**src/hw/rtl/csb_pkg.sv**
```systemverilog
// csb_pkg: shared constants, codes and controller/datapath types
// for the csr build and row product block; no dependencies
package csb_pkg;

    localparam int MAX_ROWS = 1024;
    localparam int MAX_NZ   = 4096;
    localparam int ROW_W    = $clog2(MAX_ROWS);
    localparam int LIM_W    = ROW_W + 1;
    localparam int NZ_W     = $clog2(MAX_NZ);
    localparam int CNT_W    = NZ_W + 1;
    localparam int CFG_W    = 11;
    localparam int VAL_W    = 32;
    localparam int PROD_W   = 2 * VAL_W;
    localparam int ACC_W    = PROD_W + NZ_W + 1;
    localparam int FRAC     = 16;

    localparam logic [CFG_W-1:0] CFG_RESET = CFG_W'(MAX_ROWS);
    localparam logic [ACC_W-1:0] RND_HALF  = ACC_W'(1) << (FRAC - 1);

    typedef enum logic [1:0] {
        FUNC_LOAD_NZ,
        FUNC_LOAD_VEC,
        FUNC_QUERY,
        FUNC_CLEAR
    } t_func;

    typedef enum logic [1:0] {
        ST_OK,
        ST_ORDER,
        ST_RANGE,
        ST_FULL
    } t_status;

    typedef enum logic [3:0] {
        OP_NONE,
        OP_CAPTURE,
        OP_INIT_STEP,
        OP_FILL_START,
        OP_FILL_STEP,
        OP_LOAD_COMMIT,
        OP_VEC_WRITE,
        OP_CLEAR,
        OP_RD_START,
        OP_RD_END,
        OP_SET_RANGE,
        OP_RD_NZ,
        OP_RD_VEC,
        OP_MUL,
        OP_ACC,
        OP_FINISH
    } t_op;

    typedef struct packed {
        t_op  op;
        logic keep_code;
    } t_dp_cmd;

    typedef struct packed {
        t_func   func;
        t_status code;
        logic    empty_query;
        logic    fill_done;
        logic    scan_done;
        logic    init_done;
    } t_dp_sts;

endpackage

```
**src/hw/rtl/csb_ctrl.sv**
```systemverilog
// csb_ctrl: sequencing state machine for loads, queries, clear and
// the vector clearing pass; depends on csb_pkg
module csb_ctrl import csb_pkg::*; (
    input  logic    i_clk,
    input  logic    i_rst_n,
    input  logic    i_in_valid,
    output logic    o_in_ready,
    input  logic    i_out_ready,
    output logic    o_out_valid,
    input  t_dp_sts i_sts,
    output t_dp_cmd o_cmd
);

    typedef enum logic [3:0] {
        S_INIT, S_IDLE, S_DECODE, S_FILL, S_QA, S_QB,
        S_NZ, S_VEC, S_MUL, S_ACC, S_RESP
    } t_state;

    t_state r_state, n_state;
    logic   ok, can_finish;

    assign ok         = (i_sts.code == ST_OK);
    assign can_finish = !o_out_valid || i_out_ready;
    assign o_in_ready = (r_state == S_IDLE);

    always_comb begin
        o_cmd.op        = OP_NONE;
        o_cmd.keep_code = (r_state == S_DECODE);
        n_state         = r_state;
        unique case (r_state)
            S_INIT: begin
                if (i_sts.init_done) n_state = S_IDLE;
                else o_cmd.op = OP_INIT_STEP;
            end
            S_IDLE: begin
                if (i_in_valid) begin
                    o_cmd.op = OP_CAPTURE;
                    n_state  = S_DECODE;
                end
            end
            S_DECODE: begin
                n_state = S_RESP;
                unique case (i_sts.func)
                    FUNC_LOAD_NZ: begin
                        if (ok) begin
                            o_cmd.op = OP_FILL_START;
                            n_state  = S_FILL;
                        end
                    end
                    FUNC_LOAD_VEC: if (ok) o_cmd.op = OP_VEC_WRITE;
                    FUNC_QUERY: begin
                        if (ok && !i_sts.empty_query) begin
                            o_cmd.op = OP_RD_START;
                            n_state  = S_QA;
                        end
                    end
                    FUNC_CLEAR: o_cmd.op = OP_CLEAR;
                endcase
            end
            S_FILL: begin
                if (i_sts.fill_done) begin
                    o_cmd.op = OP_LOAD_COMMIT;
                    n_state  = S_RESP;
                end else begin
                    o_cmd.op = OP_FILL_STEP;
                end
            end
            S_QA: begin
                o_cmd.op = OP_RD_END;
                n_state  = S_QB;
            end
            S_QB: begin
                o_cmd.op = OP_SET_RANGE;
                n_state  = S_NZ;
            end
            S_NZ: begin
                if (i_sts.scan_done) begin
                    n_state = S_RESP;
                end else begin
                    o_cmd.op = OP_RD_NZ;
                    n_state  = S_VEC;
                end
            end
            S_VEC: begin
                o_cmd.op = OP_RD_VEC;
                n_state  = S_MUL;
            end
            S_MUL: begin
                o_cmd.op = OP_MUL;
                n_state  = S_ACC;
            end
            S_ACC: begin
                o_cmd.op = OP_ACC;
                n_state  = S_NZ;
            end
            S_RESP: begin
                if (can_finish) begin
                    o_cmd.op = OP_FINISH;
                    n_state  = S_IDLE;
                end
            end
            default: n_state = S_IDLE;
        endcase
    end

    always_ff @(posedge i_clk) begin
        if (!i_rst_n) begin
            r_state     <= S_INIT;
            o_out_valid <= 1'b0;
        end else begin
            r_state <= n_state;
            if ((r_state == S_RESP) && can_finish) begin
                o_out_valid <= 1'b1;
            end else if (i_out_ready) begin
                o_out_valid <= 1'b0;
            end
        end
    end

endmodule

```
**config.mk**
```make
export PLATFORM = sky130hd
export DESIGN_NAME = csb_ctrl
export DESIGN_NICKNAME = d
export VERILOG_FILES = /design/src/hw/rtl/csb_pkg.sv /design/src/hw/rtl/csb_ctrl.sv
export SDC_FILE = /design/constraint.sdc
export NUM_CORES = 1
export LEC_CHECK = 0
export ABC_AREA = 1
export ABC_CLOCK_PERIOD_IN_PS = 1450
export CAP_MARGIN = 20
export CORE_AREA = 2 2 39 41
export CTS_BUF_LIST = sky130_fd_sc_hd__clkbuf_8
export CTS_CLUSTER_DIAMETER = 100
export DETAILED_ROUTE_END_ITERATION = 16
export DIE_AREA = 0 0 41 43
export DONT_BUFFER_PORTS = 1
export HOLD_SLACK_MARGIN = 0.03
export PLACE_DENSITY = 0.53
export SLEW_MARGIN = 20
export SYNTH_ARGS = -nofsm -noshare
export SYNTH_HDL_FRONTEND = slang
export SYNTH_SLANG_ARGS = --single-unit
```
**constraint.sdc**
```tcl
create_clock -name i_clk -period 1.45 [get_ports i_clk]
set_input_delay 0.2175 -clock i_clk [delete_from_list [all_inputs] [get_ports i_clk]]
set_output_delay 0.2175 -clock i_clk [all_outputs]
set_load 0.01 [all_outputs]
```
# Word level (Yosys, flattened, before mapping)
# Index checks and enable logic that the tools add are counted.
word_totals:
  reg_bits: 5
  wordCells: 51
classes:
  eq_ne: 17
  mux: 21
  n_reduce_logical: 11
ops:
  columns: ["cell", "count"]
  rows:
  - ["4-bit one-hot mux with 11 select lines", 1]
  - ["4-bit two-way mux", 10]
  - ["4-bit one-hot mux with 10 select lines", 1]
  - ["4-bit by 3-bit equality test with 1-bit output (second input constant)", 4]
  - ["4-bit one-hot mux with 4 select lines", 1]
  - ["4-bit equality test (second input constant)", 3]
  - ["4-bit by 2-bit equality test with 1-bit output (second input constant)", 2]
  - ["2-bit != test (second input constant)", 4]
  - ["4-bit one-hot mux with 2 select lines", 1]
  - ["2-bit equality test (second input constant)", 2]
  - ["4-bit by 1-bit equality test with 1-bit output (second input constant)", 1]
  - ["2-bit zero test", 2]
  - ["4-bit zero test", 1]
  - ["1-bit two-way mux", 4]
  - ["2-bit two-way mux", 2]
  - ["4-bit AND reduction", 1]
  - ["3-bit two-way mux", 1]
  - ["2-bit by 1-bit equality test with 1-bit output (second input constant)", 1]
  - ["1-bit logical AND", 2]
  - ["1-bit zero test", 2]
  - ["2-bit nonzero test", 1]
  - ["2-bit OR reduction", 1]
  - ["1-bit logical OR", 1]

# Longest topological paths before layout
# Gate-level depths: netlist of run 1.
depth:
  word_depth: 5
  mapped_depth: 9
  mapped_depth_nobuf: 9

# Least setup slack after synthesis of run 1
# Ideal clock, no wire load.
synth_path:
  path_type: "flip-flop to output port"
  startpoint: "register r_state[1]"
  endpoint: "output o_cmd[3] (netlist bit)"
  arrival_time_ps: 1097
  required_ps: 1233
  setup_slack_ps: 136
  path_stages_with_launch: 5
  n_path_buf: 0
  path_cell_list: "dfxtp_1 > nand2_2 > nor2_4 > inv_1 > o311ai_1"
synth_lines:
  columns: ["element", "line_no", "rtl"]
  rows:
  - ["from (decl)", "csb_ctrl.sv:19", "t_state r_state, n_state;"]
  - ["from (signal assigned)", "csb_ctrl.sv:111", "r_state <= n_state;"]
  - ["to (decl)", "csb_ctrl.sv:11", "output t_dp_cmd o_cmd"]

==> results of run 1 <==
## per-layer routing
metal  up-vias  part of all wire  track usage
met5         -                 0            0
met4         0             0.057       0.0933
met3        10             0.034       0.0838
met2        28              0.52        0.359
met1       314              0.39        0.251
li1        353                 -            -
## worst reg2reg max path, cell delays in order (launching register included)
cell and delay [ps]:
dfxtp_2 320, inv_2 40, nor2_4 110, inv_2 60, buf_4 140, buf_4 120, buf_4 120, buf_4 130
buf_4 130, a21oi_2 130
## stage by stage
step / util / std cells / setup WS [ps] / total power [uW]
global route: 0.609 / 133 / -74.2 / 1360
CTS: 0.525 / 129 / -2.76 / 1100
detailed placement: 0.420 / 118 / 54.6 / 784
floorplan: - / 99 / 136 / 678
finish: 0.609 / 133 / -45.4 / 1260
global placement: 0.420 / 118 / 100 / 793
## final timing paths
kind | startpoint | end
worst max register to register | o_out_valid | o_out_valid
worst min-delay path | i_rst_n | o_out_valid
worst min register to register | o_out_valid | r_state[3]
worst max-delay path | r_state[2] | o_cmd[2]
## layout make-up
cell class,instances,area (um^2)
clock buffer,3,41.3
clock inverter,1,3.75
fill,116,541
inverter,17,73.8
multi-input combinational,77,483
sequential,5,116
tap,16,20.0
timing repair buffer,14,105
## timing repair
item,4_1_cts,5_1_grt
setup endpoints to repair,4,5
resized for setup,18,30
hold endpoints to repair,0,0
pin swaps,5,12
setup buffers,7,4
## flip-flops by register name, indices dropped and copies added (netlist names)
name and cells:
o_out_valid 1, r_state 4
## cells by family (layout without fill, tap and decap cells)
logic type / count (synthesis) / after routing
simple gates: 64 / 64
buf+inv: 17 / 35
flops: 5 / 5
compound gates: 13 / 13
## Yosys cell counts (all sizes together)
cell type / n / share of area
dfxtp: 5 / 0.19
o2111ai: 1 / 0.016
o211ai: 1 / 0.014
nand4: 1 / 0.012
a21oi: 4 / 0.037
o21bai: 1 / 0.014
nand2: 30 / 0.25
nor3: 1 / 0.0093
o311ai: 1 / 0.016
o21ai: 4 / 0.037
nand3b: 2 / 0.028
a31oi: 1 / 0.012
nand3: 7 / 0.065
nor2: 23 / 0.19
inv: 17 / 0.12
## power by group
part / switching, uW / leakage [uW] / internal (uW) / total [uW]
combinational: 459 / 0.000337 / 287 / 745
sequential: 86.4 / 0.0000441 / 190 / 277
clock: 60.8 / 0.0000269 / 181 / 242
==> results.py, run 1 <==
metrics = {
    "status": {
        "status": "finished with violations",
        "violations": "negative setup slack",
    },
    "logic_synthesis": {
        "syn_nets": 111,
        "synthMuxAreaShare": 0,
        "syn_area_um2": 538,
        "yosys.area_share.simple": 0.549,
        "synthXorXnorAreaFrac": 0,
        "synthCells": 99,
        "synth.avg_cell_area_um2": 5.43,
        "ys_ff_latch": 5,
        "ys_warn_count": 0,
        "synth-compound-area-share": 0.147,
        "yosysUniqueCellTypes": 20,
        "synthAdderAreaFrac": 0,
        "ys_seq_area_frac": 0.186,
        "synth_top_family_by_area": "simple AND/OR/NAND/NOR gates",
    },
    "clocking": {
        "cts_hold_buffers": 0,
        "cts_buffers": 3,
        "cts_tree": "yes",
        "cts.sinks": 5,
        "h-tree-depth": 1,
        "clk_pin_slew_ps": 40,
        "cts_root_buf": "clkbuf_8",
        "clock_latency_ps": 210,
        "clk_path_buf_depth": 2,
    },
    "floorplanning": {
        "initial_core_util": 0.389,
        "core-area_um2": 1380,
        "num_rows": 14,
        "dieArea_um2": 1760,
        "io_pins": 19,
        "fp.dieH_um": 43,
        "dieWidth_um": 41,
    },
    "global_route": {
        "grt_pass1_wl_mm": 2.71,
        "antenna_found_initial": 0,
        "overflow": 0,
        "grt_max_degree": 6,
        "grt_pass1_vias": 660,
        "grtUsageTotal": 0.224,
    },
    "critical_path": {
        "worstSetupPathType": "reg2out",
        "cp-start-kind": "flip-flop",
        "crit_chain": "inv_6 -> nand2_4 -> nor2_4 -> nand2_1 -> o211ai_1",
        "worst-path-stages": 5,
        "slowest_stage": "dfxtp_4",
        "worstPathMaxFanout": 5,
        "critPathRequiredTime_ps": 1230,
        "end_kind": "output pin",
        "cp.arrival_ps": 1280,
        "crit_buf_inv": 1,
        "rrSetupSlack_ps": 80,
        "ff2ff_path_depth": 9,
        "critPathTopFamily": "flip-flops",
        "slowest_delay_ps": 370,
    },
    "layout": {
        "antenna_cells": 0,
        "drive_gt1_frac": 0.496,
        "layout-area-overhead-vs-synth_pct": 56.7,
        "stdcell_area_um2": 843,
        "final_common_cell": "nand2_1",
        "most-common-layout-cells": "nand2_1 (20), buf_4 (14), inv_1 (11), nor2_1 (9), nor2_2 (8)",
        "fin_nets": 130,
    },
    "route": {
        "wl_per_cell_um": 13.5,
        "ant_nets": 0,
        "drc": 0,
        "vias": 705,
        "viasPerCell": 5.30,
        "drtPass1Iterations": 4,
        "drt-initial-drc-count": 15,
        "drt_wl_total_mm": 1.80,
    },
    "placement": {
        "post_dp_cell_area_um2": 581,
        "dp_hpwl_mm": 1.11,
        "gp_congestion": 0.824,
        "port_buffers": 0,
    },
    "hold_path": {
        "min_path_type": "in2reg",
        "min_path_cells": 2,
    },
    "timing": {
        "finalHoldViolations": 0,
        "finalCriticalPeriod_ps": 1500,
        "holdWs_ps": 236,
        "finalSetupViolCount": 3,
        "drv_slew": 0,
        "tns_ps": -106,
        "tightest_slew_ps": 319,
        "max_freq_ghz": 0.669,
        "finalWorstSetupSlack_ps": -45.4,
        "min_period_over_period": 1.03,
        "slew_headroom": 0.787,
        "worst_clock_skew_ps": 3.01,
        "rsz0062_at_grt": "yes",
    },
    "job": {
        "drv_cap": 0,
    },
    "pwr": {
        "ir_drop_mv": 1.06,
        "power_leakage_uw": 0.000408,
        "p_per_area_nw_per_um2": 1500,
    },
}
(Power assumes the default switching activity.)
==> inputs of run 2 (changes only) <==
--- a/config.mk
+++ b/config.mk
@@ -8,14 +8,14 @@
 export ABC_AREA = 1
 export ABC_CLOCK_PERIOD_IN_PS = 1450
 export CAP_MARGIN = 20
-export CORE_AREA = 2 2 39 41
+export CORE_MARGIN = 1
+export CORE_UTILIZATION = 32
 export CTS_BUF_LIST = sky130_fd_sc_hd__clkbuf_8
 export CTS_CLUSTER_DIAMETER = 100
 export DETAILED_ROUTE_END_ITERATION = 16
-export DIE_AREA = 0 0 41 43
 export DONT_BUFFER_PORTS = 1
 export HOLD_SLACK_MARGIN = 0.03
-export PLACE_DENSITY = 0.53
+export PLACE_DENSITY = 0.44
 export SLEW_MARGIN = 20
 export SYNTH_ARGS = -nofsm -noshare
 export SYNTH_HDL_FRONTEND = slang
==> run 2 against run 1 <==
Against the previous run:
- non-clock buffer count unchanged
- fmax shrank 1.7%
- critical path type unchanged
- sequential share of layout area rose by 0.49 points
- largest power group unchanged
- the run still ends with negative setup slack left
- critical path depth is 1 higher
- first-iteration DRC count shrank 20%
- global-route usage shrank 4.4 points
- combinational power increased by 6.3%
- flip-flop and latch count did not move
==> results.py, run 2 (synthesis gave the netlist of run 1 again) <==
metrics = {
    "status": {
        "status": "finished with violations",
        "violations": "negative setup slack",
    },
    "placement": {
        "placed_cells": 122,
        "dp_hpwl_mm": 1.20,
        "dp_slack_ps": 16.3,
        "gp_congestion": 0.818,
        "port_buffers": 0,
        "post_dp_cell_area_um2": 611,
    },
    "floorplanning": {
        "num_rows": 14,
        "fp.dieH_um": 43.0,
        "dieWidth_um": 43.0,
        "core-area_um2": 1540,
        "dieArea_um2": 1850,
        "initial_core_util": 0.349,
        "io_pins": 19,
    },
    "critical_path": {
        "worstPathMaxFanout": 5,
        "critPathRequiredTime_ps": 1230,
        "cp-start-kind": "flip-flop",
        "worstSetupPathType": "reg2out",
        "cp.arrival_ps": 1300,
        "end_kind": "output pin",
    },
    "pwr": {
        "p_int_uw": 712,
        "p_total_uw": 1310,
        "p_clk_frac": 0.187,
        "p_switching_uw": 602,
        "power_leakage_uw": 0.000406,
        "p_seq_frac": 0.210,
        "switching_share": 0.458,
        "p_per_area_nw_per_um2": 1610,
        "ir_drop_mv": 0.892,
        "power_frac_comb": 0.603,
    },
    "timing": {
        "max_freq_ghz": 0.657,
        "finalCriticalPeriod_ps": 1520,
        "finalHoldViolations": 0,
        "rsz0062_at_grt": "yes",
        "drv_slew": 0,
        "finalWorstSetupSlack_ps": -72.0,
        "worst_clock_skew_ps": 2.20,
        "min_period_over_period": 1.05,
        "tightest_slew_ps": 282,
        "finalSetupViolCount": 3,
        "slew_headroom": 0.811,
        "tns_ps": -173,
    },
    "clocking": {
        "cts_root_buf": "clkbuf_8",
        "clock_latency_ps": 220,
        "cts.sinks": 5,
        "clk_pin_slew_ps": 40,
        "cts_hold_buffers": 0,
        "clk_path_buf_depth": 2,
        "cts_tree": "yes",
        "cts_buffers": 3,
        "h-tree-depth": 1,
    },
    "layout": {
        "final_common_cell": "nand2_1",
        "register_area_um2": 116,
        "antenna_cells": 0,
        "drive_gt1_frac": 0.427,
        "stdcell_area_um2": 815,
        "most-common-layout-cells": "nand2_1 (21), buf_4 (14), inv_1 (13), nor2_1 (12), nand3_1 (7)",
        "fillers": 161,
        "fin_nets": 130,
        "layout.cells.non_filler": 133,
        "reg_top3": "r_state x4, o_out_valid x1",
        "layout-area-overhead-vs-synth_pct": 51.4,
        "multi_input_area_um2": 457,
        "largest_reg_flops": 4,
        "largest-register": "r_state",
    },
    "route": {
        "vias": 672,
        "drtPass1Iterations": 4,
        "wl_per_cell_um": 11.6,
        "ant_nets": 0,
        "drc": 0,
        "drt_wl_total_mm": 1.54,
        "drt-initial-drc-count": 12,
        "viasPerCell": 5.05,
    },
    "global_route": {
        "grt_max_degree": 6,
        "antenna_found_initial": 0,
        "grt_pass1_vias": 619,
        "grt_pass1_wl_mm": 2.51,
        "overflow": 0,
        "grtUsageTotal": 0.180,
    },
    "hold_path": {
        "min_path_type": "in2reg",
    },
    "job": {
        "drv_cap": 0,
    },
}
## run 2: area by class of cell
class	instances	share of cell area
tap	16	0.0246
inverter	17	0.0876
timing repair buffer	14	0.129
clock buffer	3	0.0507
clock inverter	1	0.00461
multi-input combinational	77	0.561
sequential	5	0.143
## run 2: per-stage QoR
step	hold slack [ps]	utilization
after floorplan	402	-
after global placement	451	0.396
after detailed placement	435	0.396
after CTS	198	0.460
after global routing	184	0.528
final	184	0.528
## run 2: path summary, 6_finish.rpt
| path | from | to | slack [ps] | depth (start not counted) |
|---|---|---|---|---|
| worst max-delay path | r_state[3] | o_cmd[3] | -70 | 6 |
| worst min-delay path | i_out_ready | o_out_valid | 180 | 3 |
| worst max register to register | r_state[0] | r_state[0] | 130 | 11 |
| worst min register to register | o_out_valid | o_out_valid | 570 | 4 |
## run 2: critical path, cell delays in order (launching register included)
cell and delay, ps:
dfxtp_4 370, inv_4 80, nand2_4 70, nor2_4 140, inv_2 40, o311ai_1 220, buf_4 170
## run 2: repair_timing
item / 4_1_cts / 5_1_grt
setup buffers: 2 / 5
endpoints found under the setup margin: 4 / 4
pin swaps: 3 / 7
gates cloned: 0 / 0
resized for setup: 16 / 22
## run 2: routing by layer
| layer | global-route usage | vias up | share of wire |
|---|---|---|---|
| met2 | 0.270 | 22 | 0.48 |
| met3 | 0.0681 | 4 | 0.051 |
| li1 | - | 353 | - |
| met1 | 0.239 | 293 | 0.45 |
| met4 | 0.0545 | 0 | 0.015 |
| met5 | 0 | - | 0 |
## run 2: power groups by stage
stage / registers, uW / logic [uW] / clock network, uW
after floorplan: 208 / 470 / 0
after global placement: 220 / 616 / 0
after detailed placement: 220 / 604 / 0
after CTS: 247 / 654 / 255
after global routing: 287 / 875 / 266
final: 276 / 792 / 246
